`config.mk`:
```
export PLATFORM = sky130hd
export DESIGN_NAME = led_driver_latch_serializer_unit
export DESIGN_NICKNAME = d
export VERILOG_FILES = /design/src/design/ldls_pkg.sv /design/src/design/ldls_sequencer.sv /design/src/design/ldls_datapath.sv /design/src/design/led_driver_latch_serializer_unit.sv
export SDC_FILE = /design/constraint.sdc
export NUM_CORES = 1
export LEC_CHECK = 0
export ABC_AREA = 1
export ABC_CLOCK_PERIOD_IN_PS = 3500
export BUFFER_PORTS_ARGS = -buffer_cell sky130_fd_sc_hd__buf_2
export CORE_MARGIN = 8
export CORE_UTILIZATION = 45
export CTS_BUF_LIST = sky130_fd_sc_hd__clkbuf_8
export DETAILED_ROUTE_END_ITERATION = 6
export PLACE_DENSITY = 0.76
export SYNTH_ARGS = -nofsm -noshare
export SYNTH_HDL_FRONTEND = slang
export SYNTH_SLANG_ARGS = --single-unit
```
`constraint.sdc`:
```
create_clock -name clk_i -period 3.5 [get_ports clk_i]
set_clock_uncertainty 0.15 [all_clocks]
set_input_delay 0.7 -clock clk_i [delete_from_list [all_inputs] [get_ports clk_i]]
set_output_delay 0.7 -clock clk_i [all_outputs]
set_load 0.05 [all_outputs]
```
`src/design/ldls_pkg.sv`:
```
package ldls_pkg;

  localparam int WORD_BITS  = 16;
  localparam int IN_WORD_W  = 16;
  localparam int LATCH_W    = 5;
  localparam int PULSE_W    = 6;
  localparam int S_DATA_W   = 32;
  localparam int M_DATA_W   = 8;
  localparam int CNT_W      = ($clog2(WORD_BITS) > PULSE_W) ? $clog2(WORD_BITS) : PULSE_W;
  localparam int STEP_W     = 3;

  localparam logic [PULSE_W-1:0] MAX_PULSES = PULSE_W'(62);
  localparam logic [CNT_W-1:0]   WORD_LAST  = CNT_W'(WORD_BITS - 1);

  typedef enum logic [STEP_W-1:0] {
    STEP_FETCH = 3'd0,
    STEP_DATA  = 3'd1,
    STEP_HEAD  = 3'd2,
    STEP_BODY  = 3'd3,
    STEP_TAIL  = 3'd4
  } ldls_step_e;

  typedef enum logic [1:0] {
    JMP_ACTION    = 2'd0,
    JMP_CNTZ_LOOP = 2'd1,
    JMP_CNTZ_SKIP = 2'd2,
    JMP_GOTO      = 2'd3
  } ldls_jmp_e;

  typedef enum logic [1:0] {
    CNT_HOLD = 2'd0,
    CNT_LOAD = 2'd1,
    CNT_DEC  = 2'd2
  } ldls_cnt_e;

  typedef enum logic [1:0] {
    SH_HOLD = 2'd0,
    SH_LOAD = 2'd1,
    SH_LEFT = 2'd2
  } ldls_sh_e;

  typedef enum logic [1:0] {
    LE_ZERO = 2'd0,
    LE_ONE  = 2'd1,
    LE_CMP  = 2'd2
  } ldls_le_e;

  typedef enum logic [1:0] {
    LAST_ZERO = 2'd0,
    LAST_ONE  = 2'd1,
    LAST_CNTZ = 2'd2
  } ldls_last_e;

  typedef struct packed {
    logic       accept;
    logic       emit;
    logic       mosi_en;
    ldls_le_e   le_src;
    ldls_last_e last_src;
    ldls_cnt_e  cnt_op;
    ldls_sh_e   sh_op;
    ldls_jmp_e  jmp;
    ldls_step_e target;
  } ldls_uop_t;

  typedef struct packed {
    ldls_uop_t uop;
    logic      fire;
  } ldls_ctrl_t;

  typedef struct packed {
    logic cnt_zero;
    logic action;
    logic slot_free;
  } ldls_stat_t;

  function automatic ldls_uop_t ucode(input ldls_step_e step);
    ldls_uop_t u;
    u = '{accept: 1'b0, emit: 1'b0, mosi_en: 1'b0, le_src: LE_ZERO, last_src: LAST_ZERO,
          cnt_op: CNT_HOLD, sh_op: SH_HOLD, jmp: JMP_GOTO, target: STEP_FETCH};
    case (step)
      STEP_FETCH: begin
        u.accept = 1'b1;
        u.cnt_op = CNT_LOAD;
        u.sh_op  = SH_LOAD;
        u.jmp    = JMP_ACTION;
        u.target = STEP_HEAD;
      end
      STEP_DATA: begin
        u.emit     = 1'b1;
        u.mosi_en  = 1'b1;
        u.le_src   = LE_CMP;
        u.last_src = LAST_CNTZ;
        u.cnt_op   = CNT_DEC;
        u.sh_op    = SH_LEFT;
        u.jmp      = JMP_CNTZ_LOOP;
        u.target   = STEP_FETCH;
      end
      STEP_HEAD: begin
        u.emit   = 1'b1;
        u.cnt_op = CNT_DEC;
        u.jmp    = JMP_CNTZ_SKIP;
        u.target = STEP_TAIL;
      end
      STEP_BODY: begin
        u.emit   = 1'b1;
        u.le_src = LE_ONE;
        u.cnt_op = CNT_DEC;
        u.jmp    = JMP_CNTZ_LOOP;
        u.target = STEP_TAIL;
      end
      STEP_TAIL: begin
        u.emit     = 1'b1;
        u.last_src = LAST_ONE;
        u.jmp      = JMP_GOTO;
        u.target   = STEP_FETCH;
      end
      default: begin
        u.jmp    = JMP_GOTO;
        u.target = STEP_FETCH;
      end
    endcase
    return u;
  endfunction

  function automatic logic [WORD_BITS-1:0] fit_word(input logic [IN_WORD_W-1:0] w);
    logic [IN_WORD_W+31:0] t;
    t = {32'd0, w};
    return t[WORD_BITS-1:0];
  endfunction

endpackage

```
`src/design/ldls_sequencer.sv`:
```
module ldls_sequencer (
  input  logic               clk_i,
  input  logic               rst_ni,
  input  logic               in_valid_i,
  input  ldls_pkg::ldls_stat_t stat_i,
  output ldls_pkg::ldls_ctrl_t ctrl_o
);

  ldls_pkg::ldls_step_e step_q, step_d;
  ldls_pkg::ldls_step_e step_next;
  ldls_pkg::ldls_uop_t  uop;
  logic                 fire;

  assign uop       = ldls_pkg::ucode(step_q);
  assign step_next = ldls_pkg::ldls_step_e'(step_q + 3'd1);
  assign fire      = uop.accept ? in_valid_i : (uop.emit ? stat_i.slot_free : 1'b1);

  always_comb begin
    step_d = step_q;
    if (fire) begin
      case (uop.jmp)
        ldls_pkg::JMP_ACTION:    step_d = stat_i.action ? uop.target : step_next;
        ldls_pkg::JMP_CNTZ_LOOP: step_d = stat_i.cnt_zero ? uop.target : step_q;
        ldls_pkg::JMP_CNTZ_SKIP: step_d = stat_i.cnt_zero ? uop.target : step_next;
        ldls_pkg::JMP_GOTO:      step_d = uop.target;
        default:                 step_d = ldls_pkg::STEP_FETCH;
      endcase
    end
  end

  always_ff @(posedge clk_i or negedge rst_ni) begin
    if (!rst_ni) begin
      step_q <= ldls_pkg::STEP_FETCH;
    end else begin
      step_q <= step_d;
    end
  end

  assign ctrl_o = '{uop: uop, fire: fire};

endmodule

```
`src/design/ldls_datapath.sv`:
```
module ldls_datapath (
  input  logic                              clk_i,
  input  logic                              rst_ni,
  input  ldls_pkg::ldls_ctrl_t              ctrl_i,
  input  logic                              action_i,
  input  logic [ldls_pkg::IN_WORD_W-1:0]    word_i,
  input  logic [ldls_pkg::LATCH_W-1:0]      latch_bits_i,
  input  logic [ldls_pkg::PULSE_W-1:0]      pulse_count_i,
  input  logic                              out_ready_i,
  output ldls_pkg::ldls_stat_t              stat_o,
  output logic                              out_valid_o,
  output logic                              mosi_o,
  output logic                              latch_enable_o,
  output logic                              last_o
);

  logic [ldls_pkg::WORD_BITS-1:0] shift_q, shift_d;
  logic [ldls_pkg::CNT_W-1:0]     cnt_q, cnt_d;
  logic [ldls_pkg::LATCH_W-1:0]   latch_q, latch_d;
  logic                           vld_q, vld_d;
  logic                           mosi_q, le_q, last_q;
  logic                           mosi_d, le_d, last_d;
  logic [ldls_pkg::PULSE_W-1:0]   pulse_sat;
  logic                           cnt_zero;
  logic                           slot_free;

  assign cnt_zero  = (cnt_q == '0);
  assign slot_free = !vld_q || out_ready_i;
  assign pulse_sat = (pulse_count_i > ldls_pkg::MAX_PULSES) ? ldls_pkg::MAX_PULSES
                                                             : pulse_count_i;

  always_comb begin
    shift_d = shift_q;
    cnt_d   = cnt_q;
    latch_d = latch_q;
    if (ctrl_i.fire) begin
      case (ctrl_i.uop.sh_op)
        ldls_pkg::SH_LOAD: begin
          shift_d = ldls_pkg::fit_word(word_i);
          latch_d = latch_bits_i;
        end
        ldls_pkg::SH_LEFT: shift_d = {shift_q[ldls_pkg::WORD_BITS-2:0], 1'b0};
        default:           shift_d = shift_q;
      endcase
      case (ctrl_i.uop.cnt_op)
        ldls_pkg::CNT_LOAD: cnt_d = action_i ? ldls_pkg::CNT_W'(pulse_sat)
                                             : ldls_pkg::WORD_LAST;
        ldls_pkg::CNT_DEC:  cnt_d = cnt_q - 1'b1;
        default:            cnt_d = cnt_q;
      endcase
    end
  end

  always_comb begin
    mosi_d = ctrl_i.uop.mosi_en & shift_q[ldls_pkg::WORD_BITS-1];
    case (ctrl_i.uop.le_src)
      ldls_pkg::LE_ONE: le_d = 1'b1;
      ldls_pkg::LE_CMP: le_d = (cnt_q < ldls_pkg::CNT_W'(latch_q));
      default:          le_d = 1'b0;
    endcase
    case (ctrl_i.uop.last_src)
      ldls_pkg::LAST_ONE:  last_d = 1'b1;
      ldls_pkg::LAST_CNTZ: last_d = cnt_zero;
      default:             last_d = 1'b0;
    endcase
    vld_d = vld_q;
    if (out_ready_i) begin
      vld_d = 1'b0;
    end
    if (ctrl_i.fire && ctrl_i.uop.emit) begin
      vld_d = 1'b1;
    end
  end

  always_ff @(posedge clk_i or negedge rst_ni) begin
    if (!rst_ni) begin
      vld_q <= 1'b0;
    end else begin
      vld_q <= vld_d;
    end
  end

  always_ff @(posedge clk_i) begin
    shift_q <= shift_d;
    cnt_q   <= cnt_d;
    latch_q <= latch_d;
    if (ctrl_i.fire && ctrl_i.uop.emit) begin
      mosi_q <= mosi_d;
      le_q   <= le_d;
      last_q <= last_d;
    end
  end

  assign stat_o         = '{cnt_zero: cnt_zero, action: action_i, slot_free: slot_free};
  assign out_valid_o    = vld_q;
  assign mosi_o         = mosi_q;
  assign latch_enable_o = le_q;
  assign last_o         = last_q;

endmodule

```
`src/design/led_driver_latch_serializer_unit.sv`:
```
// Serial encoder for a chained LED driver. Each request on the slave stream is one command
// and gives one master-stream item per serial-clock pulse (data level, latch-enable level,
// tlast on the final pulse). A data word (tuser 0) sends WORD_BITS pulses msb first with
// latch enable high on the final latch_bits pulses; a
// pulse train (tuser 1) gives a latch-low pulse, pulse_count latch-high pulses (62 at most)
// and a latch-low pulse. The microcode sequencer spends one step fetching the command and
// one step per pulse; output back-pressure stalls it. A command is taken while the last
// pulse still waits in the output register.
module led_driver_latch_serializer_unit (
  input  logic                             clk_i,
  input  logic                             rst_ni,
  input  logic                             s_axis_tvalid_i,
  output logic                             s_axis_tready_o,
  // [15:0] word, [20:16] latch_bits, [26:21] pulse_count, rest zero
  input  logic [ldls_pkg::S_DATA_W-1:0]    s_axis_tdata_i,
  // [0] action
  input  logic                             s_axis_tuser_i,
  output logic                             m_axis_tvalid_o,
  input  logic                             m_axis_tready_i,
  // [0] mosi, [1] latch_enable, rest zero
  output logic [ldls_pkg::M_DATA_W-1:0]    m_axis_tdata_o,
  output logic                             m_axis_tlast_o
);

  ldls_pkg::ldls_ctrl_t ctrl;
  ldls_pkg::ldls_stat_t stat;
  logic                 mosi;
  logic                 latch_enable;

  ldls_sequencer u_seq (
    .clk_i      (clk_i),
    .rst_ni     (rst_ni),
    .in_valid_i (s_axis_tvalid_i),
    .stat_i     (stat),
    .ctrl_o     (ctrl)
  );

  ldls_datapath u_dp (
    .clk_i          (clk_i),
    .rst_ni         (rst_ni),
    .ctrl_i         (ctrl),
    .action_i       (s_axis_tuser_i),
    .word_i         (s_axis_tdata_i[15:0]),
    .latch_bits_i   (s_axis_tdata_i[20:16]),
    .pulse_count_i  (s_axis_tdata_i[26:21]),
    .out_ready_i    (m_axis_tready_i),
    .stat_o         (stat),
    .out_valid_o    (m_axis_tvalid_o),
    .mosi_o         (mosi),
    .latch_enable_o (latch_enable),
    .last_o         (m_axis_tlast_o)
  );

  assign s_axis_tready_o = ctrl.uop.accept;
  assign m_axis_tdata_o  = {{(ldls_pkg::M_DATA_W-2){1'b0}}, latch_enable, mosi};

endmodule

```
After elaboration in Yosys (flattened, before gate mapping)
Index checks and enable logic that the tools add are counted.
{"block": "totals", "regBits": 34, "inputBits": 37, "output_inout_bits": 11, "wordCells": 66}
{"block": "classes", "n_addsub": 2, "magnitude_cmp": 2, "n_eq_ne": 16, "mux": 22, "bitwise_logic": 1, "n_reduce_logical": 15}
{"cell": "16-bit case mux with 2 select lines", "count": 1}
{"cell": "5-bit case mux with 4 select lines", "count": 1}
{"cell": "2-bit case mux with 2 select lines", "count": 4}
{"cell": "2-bit equality test (second input constant)", "count": 6}
{"cell": "6-bit two-way mux", "count": 2}
{"cell": "3-bit case mux with 4 select lines", "count": 1}
{"cell": "6-bit case mux with 2 select lines", "count": 1}
{"cell": "2-bit by 1-bit equality test with 1-bit output (second input constant)", "count": 5}
{"cell": "3-bit two-way mux", "count": 3}
{"cell": "2-bit AND reduction", "count": 4}
{"cell": "1-bit two-way mux", "count": 7}
{"cell": "3-bit by 2-bit equality test with 1-bit output (second input constant)", "count": 2}
{"cell": "6-bit > comparator (second input constant)", "count": 1}
{"cell": "6-bit zero test", "count": 1}
{"cell": "6-bit by 5-bit less-than comparator with 1-bit output", "count": 1}
{"cell": "2-bit nonzero test", "count": 3}
{"cell": "6-bit by 1-bit subtractor with 6-bit output (second input constant)", "count": 1}
{"cell": "1-bit case mux with 2 select lines", "count": 2}
{"cell": "4-bit OR reduction", "count": 1}
{"cell": "3-bit by 1-bit adder with 3-bit output (second input constant)", "count": 1}
{"cell": "3-bit by 1-bit equality test with 1-bit output (second input constant)", "count": 1}
{"cell": "3-bit equality test (second input constant)", "count": 1}
{"cell": "3-bit zero test", "count": 1}
{"cell": "3-bit OR reduction", "count": 1}
{"cell": "6 further kinds", "count": 6}

Longest topological paths before layout
Gate-level depths: netlist of run 1.
{"block": "depth", "depth_word": 7, "ltp_mapped": 12, "ltp_nobuf": 12}

By module
A second synthesis of run 1 with hierarchy kept.
{"block": "hier_totals", "cells_unflattened": 240, "area_unflattened_um2": 2263.4}
{"mod": "ldls_datapath", "instances": 1, "cells_each": 149, "area_each_um2": 1697.9, "seq_area_each_um2": 925.9}
{"mod": "ldls_sequencer", "instances": 1, "cells_each": 82, "area_each_um2": 501.7, "seq_area_each_um2": 75.1}
{"mod": "led_driver_latch_serializer_unit", "instances": 1, "cells_each": 9, "area_each_um2": 63.8, "seq_area_each_um2": 0.0}

Worst setup path after synthesis of run 1
OpenSTA, ideal clock, no wires.
{"block": "synth_path", "path_kind": "reg-to-reg", "start": "register u_seq.step_q[0]", "end": "register u_dp.shift_q[0] (netlist name) (enable)", "setup_ps": 388, "arrival_ps": 1914, "required_time_ps": 2962, "slack_ps": 1048, "stages_incl_launch_ff": 9, "n_path_buf": 0, "period_less_slack_ps": 2452, "path_cell_list": "dfrtp_1 > inv_1 > ha_1 > nand2_4 > inv_4 > nor2_2 > nand2_4 > nand2_1 > nor2_1"}
{"block": "synth_between", "elab_cells_between_ends": 15, "cone_classes": "6 x eq/ne; 5 x mux; 4 x reduce/logical"}
{"element": "from (decl)", "line": "ldls_sequencer.sv:9", "source": "ldls_pkg::ldls_step_e step_q, step_d;"}
{"element": "from (signal assigned)", "line": "ldls_sequencer.sv:33", "source": "step_q <= ldls_pkg::STEP_FETCH;"}
{"element": "from (signal assigned)", "line": "ldls_sequencer.sv:35", "source": "step_q <= step_d;"}
{"element": "3-bit zero test", "line": "ldls_pkg.sv:81", "source": "case (step)"}
{"element": "1-bit two-way mux", "line": "ldls_pkg.sv:81"}
{"element": "via s_axis_tready_o", "line": "led_driver_latch_serializer_unit.sv:13", "source": "output logic s_axis_tready_o,"}
{"element": "1-bit two-way mux", "line": "ldls_sequencer.sv:16", "source": "assign fire = uop.accept ? in_valid_i : (uop.emit ? stat_i.slot_free : 1'b1);"}
{"element": "2-bit AND reduction (no line)"}
{"element": "to (signal assigned)", "line": "ldls_datapath.sv:84", "source": "shift_q <= shift_d;"}
{"element": "to (decl)", "line": "ldls_datapath.sv:17", "source": "logic [ldls_pkg::WORD_BITS-1:0] shift_q, shift_d;"}
The timed path passes the listed nets, and every way through them passes these cells.
A chain may end at the register's enable or synchronous reset.

Worst setup path in the final report of run 1
{"block": "layout_path", "start": "register u_seq.step_q[0]", "end": "register u_dp.cnt_q[3] (netlist name), data pin"}
{"block": "layout_between", "elab_chain_len": 5, "elab_cells_between_ends": 9, "cone_classes": "5 x eq/ne; 2 x mux; 2 x reduce/logical"}
{"element": "3-bit by 2-bit equality test with 1-bit output / 3-bit by 1-bit equality test with 1-bit output (equally long branches)", "line": "ldls_pkg.sv:81"}
{"element": "3-bit OR reduction (no line)"}
{"element": "2-bit case mux with 2 select lines *", "line": "ldls_pkg.sv:81"}
{"element": "2-bit equality test / 2-bit by 1-bit equality test with 1-bit output (equally long branches)", "line": "ldls_datapath.sv:45", "source": "case (ctrl_i.uop.cnt_op)"}
{"element": "6-bit case mux with 2 select lines *", "line": "ldls_datapath.sv:45"}
{"element": "to (signal assigned)", "line": "ldls_datapath.sv:85", "source": "cnt_q <= cnt_d;"}
{"element": "to (decl)", "line": "ldls_datapath.sv:18", "source": "logic [ldls_pkg::CNT_W-1:0] cnt_q, cnt_d;"}
Every way passes the cells marked *; elsewhere a longest branch is shown, timed or not.

==> results.txt, run 1 <==
- For this design, the CTS-stage hold fixing added 0 buffers.
- Worst R2R End: u_dp.cnt_q[3]
- For the worst setup path, the data required time is 3.39 ns.
- Clock tree from TritonCTS: yes
- Residual DRC count: 0
- For this run, the total global-route usage over all layers was measured as 11.0%.
- The run finished with clean final reports.
- Post-route minimum period: 2.53 ns
- The die covers 6900 sq um.
* Setup TNS Final: 0 ns
* Clock sink count: 34
* Max Root-Sink Buffers: 2
- Setup violations remaining at the end of the flow were counted as 0.
- Setup repair after global routing missed its margin: false
- The startpoint identified for the worst register-to-register timing path is u_seq.step_q[0].
- The worst setup path is launched from a flop.
- Summed over all layers, the global routing overflow is 0.
- Final hold analysis gives a worst-case slack of 0.0524 ns.
- Row Count: 24
* Sequential area share after synthesis: 49.4%
* Leakage power figure: 1.09 nW
- Highest Clock Rate: 0.395 GHz
- Clock-pin slew was measured on the worst setup and hold paths at 0.08 ns.
* Num CTS Buffers: 5
* Clock insertion delay at the later pin of the skew report: 0.29 ns
* Number of slew-limit violations in the final report: 0
* Post-route total power: 0.00228 W
- The tightest min-delay check is of the input pin to async pin type.
* Syn. warnings: 0
- Depth of the worst register-to-register path: 9
* Cell-by-cell listing of the critical path: ha_1, ha_1, a21oi_1, nand2_1, ha_1, nor2_1, inv_1, nor2_1, a31oi_1
- Mapped Area: 2030 sq um
* Post-synthesis cell type count: 34
* Slew at the pin closest to its max-slew limit: 0.677 ns
- After the first detailed-routing iteration, the DRC count stood at 149.
* Via count of the routed design: 1,427
* Core box area: 4350 sq um
- The number of global-route vias before repair is 1,520.
- Setup fix buffers added after clock tree synthesis: 0
- Root Driver: clkbuf_8
- After detailed routing, the total wire length is 3.71 mm.
* Filler Cells Inserted: 399
* Floorplan die height: 83.1 um
- Buffers placed on the I/O ports in this run total 36.
- Headroom to the max-slew limit came out at 54.9%.
* Max-Cap Viols: 0
- Critical path destination: u_dp.cnt_q[3]
* Width of the die: 83.1 um
- Maximum single-stage delay on the critical path: 0.47 ns
- Wire per inst: 12.8 um
- Diodes inserted: 0
- The worst setup path is captured at a flop.
- In the final design database the tool counted 288 nets.
* Pin count of the biggest net entering global routing: 17
* Crit path DAT: 2.42 ns
- In the synthesized netlist the async set-or-reset flop fraction comes to 11.8%.
* Final estimated routing congestion in global placement: 0.847
- Cells with a size suffix above 1 make up 31.5% of the layout.
- Count of pins on the block boundary: 48
- The worst path uses 72.3% of the clock period.
- Counting stages on the worst path, the most repeated cell is ha_1.
- Using the TritonRoute via totals, the vias-per-cell ratio works out to 4.92.
* Power density cells: 985 nW/um^2
* Gate count after technology mapping: 198
- Compared with the post-synthesis result, the final layout area differs by 14.1%.
- The library cell used most frequently in the layout, excluding fill and tap cells, is buf_2.
* Post-route ant nets: 0
* Global-route wire length before repair: 6.31 mm
- Number of iterations in the first detailed-routing pass: 4
* Number of enable flip-flop cells after synthesis: 30
- The total count of hold-check failures in the final report is 0.
- Critical path startpoint: u_seq.step_q[0]
- Highest-count cells in the layout ignoring fill and taps: buf_2 (36), nand2_1 (35), edfxtp_1 (30)
- In this run the register-to-register setup slack is 0.97 ns.
- Crit Path Category: flop to flop
* CP max-delay cell: dfrtp_1
- For this run, the leading register cell type out of synthesis is edfxtp_1.
* Antenna violations before repair: 0
* Starting density of the core: 46.5%
* CP max FO: 7
- Post-CTS repair changed the size of 0 cells.
- Share of the core filled with cells in the final layout: 53.1%
- Peak VDD IR: 0.524 mV
- Summed over all nets, the half-perimeter wirelength after detailed placement is 2.91 mm.
* Synthesized area per cell: 10.2 sq um
- Seq cells post-synth: 34
* H-Tree Level Count: 2
-- logic make-up (layout without fill, tap and decap cells) --
| family | count (synthesis) | in the layout | synth area share, % |
|---|---|---|---|
| AO/OA/AOI/OAI | 21 | 21 | 6.36 |
| other | 1 | 6 | 0.185 |
| adder cells (fa/ha/maj) | 14 | 14 | 8.65 |
| XOR/XNOR | 2 | 2 | 0.865 |
| multiplexers | 15 | 15 | 8.34 |
| AND/OR/NAND/NOR | 73 | 73 | 17.4 |
| buffers and inverters | 38 | 73 | 8.77 |
| flip-flops | 34 | 34 | 49.4 |
-- power breakdown --
part / internal (W) / switching [W] / leakage (nW)
clock: 0.000135 / 0.000139 / 0.0467
sequential: 0.000755 / 0.0000945 / 0.331
combinational: 0.000392 / 0.000763 / 0.709
-- stage by stage --
| stage | setup WS, ns | instance area [sq um] | instances |
|---|---|---|---|
| after floorplan | 1.05 | 2040 | 203 |
| after global placement | 1.02 | 2230 | 282 |
| after detailed placement | 0.988 | 2230 | 282 |
| after CTS | 0.966 | 2310 | 290 |
| after global routing | 0.789 | 2310 | 290 |
| final | 0.969 | 2310 | 290 |
-- synth_stat cells, types with 4 or more instances --
library cell	instances	area, sq um
mux2_2	15	169
buf_4	8	60.1
nor2_1	18	67.6
a21oi_1	7	35.0
inv_1	25	93.8
edfxtp_1	30	901
ha_1	14	175
dfrtp_1	4	100
nand3_1	6	30.0
nand2_1	35	131
-- per-layer routing --
layer	up-vias	global-route usage [%]	share of wire [%]
li1	728	-	-
met1	656	11.2	42
met2	37	18.2	50
met3	6	5.66	7.2
met4	0	5.11	1.5
met5	-	0	0
-- area by class of cell --
| type | count | area [sq um] | area share, % |
|---|---|---|---|
| Sequential cell | 34 | 1000 | 43.3 |
| Multi-Input combinational cell | 131 | 866 | 37.5 |
| Timing Repair Buffer | 37 | 188 | 8.12 |
| Inverter | 28 | 108 | 4.66 |
| Clock buffer | 5 | 68.8 | 2.98 |
| Tap cell | 52 | 65.1 | 2.82 |
| Clock inverter | 3 | 15.0 | 0.650 |
-- sequential cells by signal (all words and copies together) (netlist names) --
signal / flops
u_dp.latch_enable_o: 1
u_dp.latch_q: 5
u_seq.step_q: 3
u_dp.out_valid_o: 1
u_dp.last_o: 1
u_dp.cnt_q: 6
u_dp.mosi_o: 1
u_dp.shift_q: 16
-- worst min-delay path by stage --
stage,endpoint,depth (start not counted),from
after floorplan,u_dp.out_valid_o,0,rst_ni
after global placement,u_seq.step_q[1],1,rst_ni
after detailed placement,u_dp.out_valid_o,2,u_dp.out_valid_o
after CTS,u_seq.step_q[1],1,rst_ni
after global routing,u_seq.step_q[1],1,rst_ni
final,u_dp.out_valid_o,1,rst_ni
-- critical path, delay by kind of cell, from the launching register on --
kind                       cells  cell delay (ns)
buffers and inverters          1             0.12
adders and majority gates      3             0.76
and+or+nand+nor                3             0.46
DFF                            1             0.47
AOI/OAI and AO/OA              2             0.32
(Power assumes the default switching activity.)
==> run 2: changes to the inputs <==
Settings changed: ABC_AREA 1 to 0, ABC_CLOCK_PERIOD_IN_PS 3500 to 2500.
Clock period 3.5 ns to 2.5 ns, I/O delays scaled along.
==> results.txt, run 2 <==
- The flow ran to the end, and the final reports show no timing, DRC or antenna violations.
- Clock sink count: 34
- Simple-gate share of the synthesized area: 12.4%
- In this run the worst path has a maximum fanout of 4.
- Ratio of cells with drive above 1 in the final layout: 36.2%
- Leakage power figure: 1.01 nW
- Share of flip-flops with an asynchronous set or reset after synthesis: 11.8%
- In this run the critical register-to-register path is launched from u_seq.step_q[1].
* Gate count after technology mapping: 171
- Power density cells: 1400 nW/um^2
- Wire per inst: 13.4 um
- Row Count: 24
- The die is 82.6 um wide.
- Peak VDD IR: 0.625 mV
- Root Driver: clkbuf_8
- Number of failing setup endpoints in the final timing report: 0
- Among all flip-flop cells after synthesis, the most frequent one is edfxtp_1.
- For this run, the slowest stage of the critical path takes 0.42 ns.
- The synthesized netlist devotes 8.77% of its cell area to adder and majority cells.
* Crit Path Category: flop to flop
- The synthesized netlist devotes 11.5% of its cell area to compound gates.
- For this run, the register share of the synthesized area comes to 50.1%.
* Starting density of the core: 46.2%
- The Yosys step of the flow raised 0 warnings.
- Max-Cap Viols: 0
- The repair_antennas step left the layout with diodes totalling 0.
- Register ranked first by flip-flop count: u_dp.shift_q
- Startpoint of the most critical hold path: s_axis_tdata_i[19]
* Net count reported at finish: 268
* Number of iterations in the first detailed-routing pass: 4
- Depth of the worst register-to-register path: 10
- Number of flip-flops in the largest register: 16
- Via count of the routed design: 1,367
- For this run, design rule violations remaining after detail routing come to 0.
* Leftover overflow at the end of global routing: 0
* Mux share of post-synthesis cell area: 8.45%
* Most frequent standard cell in the layout excluding fill and tap cells: buf_2
* Final estimated routing congestion in global placement: 0.865
* Final wirelength: 3.63 mm
- Total GRT Usage: 11.2%
- Clock tree from TritonCTS: yes
- The synthesized design devotes to its leading area cell type 45.1% of total area.
- Global-route wire length before repair: 5.79 mm
* Post-synthesis cell type count: 47
- Data arrives at the worst endpoint at 2.35 ns.
* Post-route ant nets: 0
- Cell-by-cell listing of the critical path: inv_1, ha_1, nor2b_1, inv_1, ha_1, nor2b_1, a2111oi_1, a21oi_1, o221ai_1, o31ai_1
- The number of pins with negative max-slew slack in the final report is 0.
- Max Root-Sink Buffers: 2
- Required time reported for the critical path endpoint: 2.51 ns
- Half-perimeter wire length of the detailed placement result: 2.78 mm
- After routing, the total negative slack on setup checks comes to 0 ns.
- Compared with the post-synthesis result, the final layout area differs by 19.3%.
* Number of enable flip-flop cells after synthesis: 30
- Floorplan die height: 82.6 um
* Clock Pin Slew Worst Setup and Hold Paths: 0.07 ns
- Clock tree synthesis inserted a total of 5 buffers.
* Setup repair after global routing missed its margin: false
- Mapped Area: 2000 sq um
- The H-tree generated during clock tree synthesis spans 2 levels.
- Share of the cycle needed by the critical path after routing: 93.5%
* Count of pins on the block boundary: 48
* Hold worst-path end: u_dp.latch_q[3]
- Count leader, synth: edfxtp_1
- The biggest area contributor in the post-synthesis netlist is edfxtp_1.
- In this run, synthesis produced a sequential element count of 34.
- Highest-count cells in the layout ignoring fill and taps: buf_2 (35), edfxtp_1 (30), mux2_2 (15)
- Critical path startpoint: u_seq.step_q[1]
* Combinational family with the most area after synthesis: simple AND/OR/NAND/NOR gates
- Buffers added to address setup during post-CTS repair amount to 0.
* Via count of the first global-routing pass: 1,373
* Top cells by count, synth: edfxtp_1 (30), mux2_2 (15), ha_1 (14), a21oi_1 (11)
* Post-synthesis xor/xnor area fraction: 1.75%
- Buffers placed on the I/O ports in this run total 36.
* Largest registers in the final layout: u_dp.shift_q x16, u_dp.cnt_q x6, u_dp.latch_q x5
- The initial antenna violation count came to 0.
- Clock insertion delay at the later pin of the skew report: 0.29 ns
* Via/cell ratio: 5.06
* CP max-delay cell: dfrtp_1
- Kind of start point of the critical path: flop
- Worst R2R End: u_seq.step_q[1]
- Die Area: 6830 sq um
- Post-route design area: 2380 sq um
- The layout has 388 filler cells.
- WHS Path Cells: 1
- Highest Clock Rate: 0.428 GHz
* Placed cell area: 2270 sq um
* Slack of the worst reg-to-reg path: 0.16 ns
- Number of hold-slack violations in the final timing report: 0
* Core box area: 4320 sq um
- Min-delay worst type: input pin to flop
- Synthesized area per cell: 11.7 sq um
- The routed design could run at a clock period as short as 2.34 ns.
* Top cells by area in the synthesized netlist: edfxtp_1 (45%), ha_1 (8.8%), mux2_2 (8.5%), dfrtp_1 (5.0%), buf_4 (3.0%)
* Drt initial violations: 64
- Pin count of the biggest net entering global routing: 17
- STA classifies the critical path endpoint as a flop.
-- run 2: area by class of cell --
cell class | instances | area, sq um | share of cell area, %
Tap cell | 52 | 65.1 | 2.73
Sequential cell | 34 | 1000 | 42.0
Inverter | 11 | 41.3 | 1.73
Multi-Input combinational cell | 116 | 890 | 37.3
Timing Repair Buffer | 49 | 295 | 12.4
Clock inverter | 2 | 7.51 | 0.315
Clock buffer | 6 | 82.6 | 3.46
-- run 2: report_power, final --
part	total (W)	switching (W)	leakage (nW)	internal, W
Clock	0.000403	0.000187	0.0538	0.000216
Combinational	0.00171	0.000912	0.621	0.000799
Sequential	0.00122	0.000131	0.335	0.00109
-- run 2: stage by stage --
step                setup slack (ns)  utilization (%)  total power (W)  std cells  hold WS, ns
global placement               0.187             52.5          0.00291        261        0.162
finish                         0.161             55.1          0.00333        270        0.235
detailed placement             0.153             52.5          0.00294        261        0.160
floorplan                    0.00731                -          0.00245        176       0.0544
CTS                           0.0604             54.8          0.00336        270        0.223
global route                 0.00596             55.1          0.00356        270        0.222
-- run 2: cell families after synthesis --
| group | count (synthesis) |
|---|---|
| other | 1 |
| muxes | 15 |
| xor gates and xnor gates | 4 |
| and+or+nand+nor | 43 |
| buffers and inverters | 26 |
| AOI/OAI and AO/OA | 34 |
| adders and majority gates | 14 |
| DFF | 34 |
-- run 2: how the worst max path moves through the flow --
stage / endpoint / slack (ns) / depth (start not counted)
2_1_floorplan: u_dp.shift_q[0] / 0.007 / 8
3_3_place_gp: u_dp.latch_q[1] / 0.19 / 6
3_5_place_dp: u_seq.step_q[1] / 0.15 / 9
4_1_cts: s_axis_tready_o / 0.06 / 6
5_1_grt: u_seq.step_q[1] / 0.006 / 10
6_report: u_seq.step_q[1] / 0.16 / 10
-- run 2: what timing repair did --
item / CTS / global route
hold endpoints to repair: 4 / 0
hold buffers: 1 / 0
gates resized for setup: 0 / 6
endpoints found under the setup margin: 0 / 23
-- run 2: worst max-delay path: cells and delay by family, from the launching register on --
kind | cells | cell delay (ns)
AOI/OAI and AO/OA | 4 | 0.78
adders and majority gates | 2 | 0.37
buffers and inverters | 2 | 0.17
DFF | 1 | 0.42
and+or+nand+nor | 2 | 0.35
-- run 2: metal layers --
| metal | track usage (%) | up-vias | wire length (um) |
|---|---|---|---|
| li1 | - | 699 | - |
| met2 | 16.9 | 42 | 1660 |
| met4 | 5.34 | 0 | 52 |
| met1 | 12.9 | 618 | 1550 |
| met3 | 5.63 | 8 | 369 |
| met5 | 0 | - | 0 |
==> run 3: changes to the inputs <==
Settings changed: CORE_UTILIZATION 45 to 51, PLACE_DENSITY 0.76 to 0.84.
==> results.txt, run 3 (same netlist as run 2, synthesis figures left out) <==
* Kind of start point of the critical path: flop
- In this run, the number of DRC markers left after iteration 0 of detailed routing was 67.
- Entering global routing, the biggest net connects 17 pins.
* Register ranked first by flip-flop count: u_dp.shift_q
- Net count reported at finish: 267
- For this configuration, the core starts out at a cell density of 53.8%.
- Wire per inst: 14.4 um
* Worst setup slack after layout: 0.146 ns
- The largest registers in the layout are u_dp.shift_q x16, u_dp.cnt_q x6, u_dp.latch_q x5.
- The first global-routing pass estimated 6.49 mm of wire.
- Counting every sink on the clock net gives 34.
* Final std cells w/o fill: 264
* CP max FO: 5
* Total GRT Usage: 13.1%
- The initial antenna violation count is 0.
- Clock insertion delay at the later pin of the skew report: 0.29 ns
- Min-delay worst type: input pin to flop
- In this run the worst setup path terminates at s_axis_tready_o.
* Max Root-Sink Buffers: 2
* Setup TNS Final: 0 ns
- The number of global-route vias before repair came to 1,430.
* Leftover overflow at the end of global routing: 0
* Via/cell ratio: 5.20
- Worst slack at placement: 0.272 ns
- Setup violations remaining at the end of the flow were counted as 0.
- The setup check on the worst reg-to-reg path leaves a slack of 0.24 ns.
- IR analysis of the VDD net gives a maximum drop of 0.658 mV.
- Max-Cap Viols: 0
- After filler insertion, the fill cell instance count of the layout stands at 300.
- Data arrives at the worst endpoint at 1.70 ns.
- Highest Clock Rate: 0.425 GHz
- Number of iterations in the first detailed-routing pass: 4
- Via count of the routed design: 1,373
- The endpoint identified for the worst register-to-register timing path is u_seq.step_q[1].
- Clock tree from TritonCTS: yes
- The startpoint identified for the worst register-to-register timing path is u_seq.step_q[1].
- Num CTS Buffers: 5
- The register with the most flip-flops in the layout has 16 of them.
- Core box area: 3720 sq um
* Number of hold-slack violations in the final timing report: 0
- Leakage power figure: 1.01 nW
- Relative area change from synthesis to final layout: 18.7%
* Final wirelength: 3.79 mm
- Including well taps, the total number of placed cells is 256.
- From left edge to right edge, the die measures 78.6 um.
- Setup repair after global routing missed its margin: false
* Outcome: completed
- Half-perimeter wire length of the detailed placement result: 2.94 mm
- Number of slew-limit violations in the final report: 0
- The critical path is of the flop to output pin type.
* Number of buffer cells added on primary ports: 36
- Share of the cycle needed by the critical path after routing: 94.1%
- Floorplan die height: 78.6 um
* Post-route ant nets: 0
- Pin placement for this block handled 48 I/O pins.
* H-Tree Level Count: 2
- Setup fix buffers added after clock tree synthesis: 0
- The worst register-to-register path has a depth of 10.
- Clock tree synthesis selected as its root buffer the cell clkbuf_8.
- 0 antenna diodes ended up in the layout.
* Final estimated routing congestion in global placement: 0.874
- Residual DRC count: 0
* Most frequent standard cell in the layout excluding fill and tap cells: buf_2
- The completed layout was analyzed and its total power is 0.00339 W.
* Die Area: 6180 sq um
- Power density cells: 1430 nW/um^2
- After clock tree synthesis, the clock-pin slew on the worst setup and hold paths is 0.07 ns.
* Highest-count cells in the layout ignoring fill and taps: buf_2 (36), edfxtp_1 (30), mux2_2 (15)
* Row Count: 22
- Critical Path Sink Type: output pin
- The critical path starts at u_seq.step_q[0].
- Cells with a size suffix above 1 make up 34.3% of the layout.
- Counting I/O delays and the setup requirement, the final critical path takes 2.35 ns.
* Required time reported for the critical path endpoint: 1.85 ns
## run 3: through the flow
step / instance area, sq um / util (%) / hold WS (ns)
3_3_place_gp: 2260 / 60.8 / 0.160
5_1_grt: 2370 / 63.8 / 0.224
3_5_place_dp: 2260 / 60.8 / 0.160
2_1_floorplan: 2020 / - / 0.0544
4_1_cts: 2370 / 63.8 / 0.224
6_report: 2370 / 63.8 / 0.232
## run 3: final cells by class
type / instances / area, sq um / share of cell area [%]
clock buffer: 5 / 68.8 / 2.90
clock inverter: 2 / 33.8 / 1.42
inverter: 11 / 41.3 / 1.74
multi-input combinational: 116 / 881 / 37.2
sequential: 34 / 1000 / 42.2
tap: 48 / 60.1 / 2.53
timing repair buffer: 48 / 285 / 12.0
## run 3: worst max-delay path, cell delays in order, from the launching register on
cell and delay [ns]:
dfrtp_1 0.40, inv_1 0.11, ha_1 0.26, nand2_1 0.11, buf_4 0.16, inv_1 0.10, buf_2 0.28
## run 3: repair_timing
action                                 CTS  global route
resized for setup                        0             0
hold buffers                             1             0
endpoints found under the hold margin    4             0
## run 3: worst min-delay path by stage
stage / cells past startpoint / start / end / slack [ns]
floorplan: 0 / rst_ni / u_dp.out_valid_o / 0.05
global placement: 1 / rst_ni / u_dp.out_valid_o / 0.16
detailed placement: 1 / rst_ni / u_dp.out_valid_o / 0.16
CTS: 1 / s_axis_tdata_i[17] / u_dp.latch_q[1] / 0.22
global route: 1 / s_axis_tdata_i[18] / u_dp.latch_q[2] / 0.22
finish: 1 / s_axis_tdata_i[17] / u_dp.latch_q[1] / 0.23
## run 3: metal layers
| metal | wire length [um] | GRT usage, % | vias to the layer above |
|---|---|---|---|
| met5 | 0 | 0 | - |
| met4 | 38 | 3.33 | 0 |
| met3 | 284 | 5.92 | 4 |
| met2 | 1800 | 20.6 | 39 |
| met1 | 1670 | 15.9 | 638 |
| li1 | - | - | 692 |
## run 3: power breakdown
part	internal, W	switching [W]	leakage [nW]
clock network	0.000288	0.000199	0.0517
logic	0.000775	0.000921	0.621
registers	0.00108	0.000124	0.335
total	0.00215	0.00124	1.01
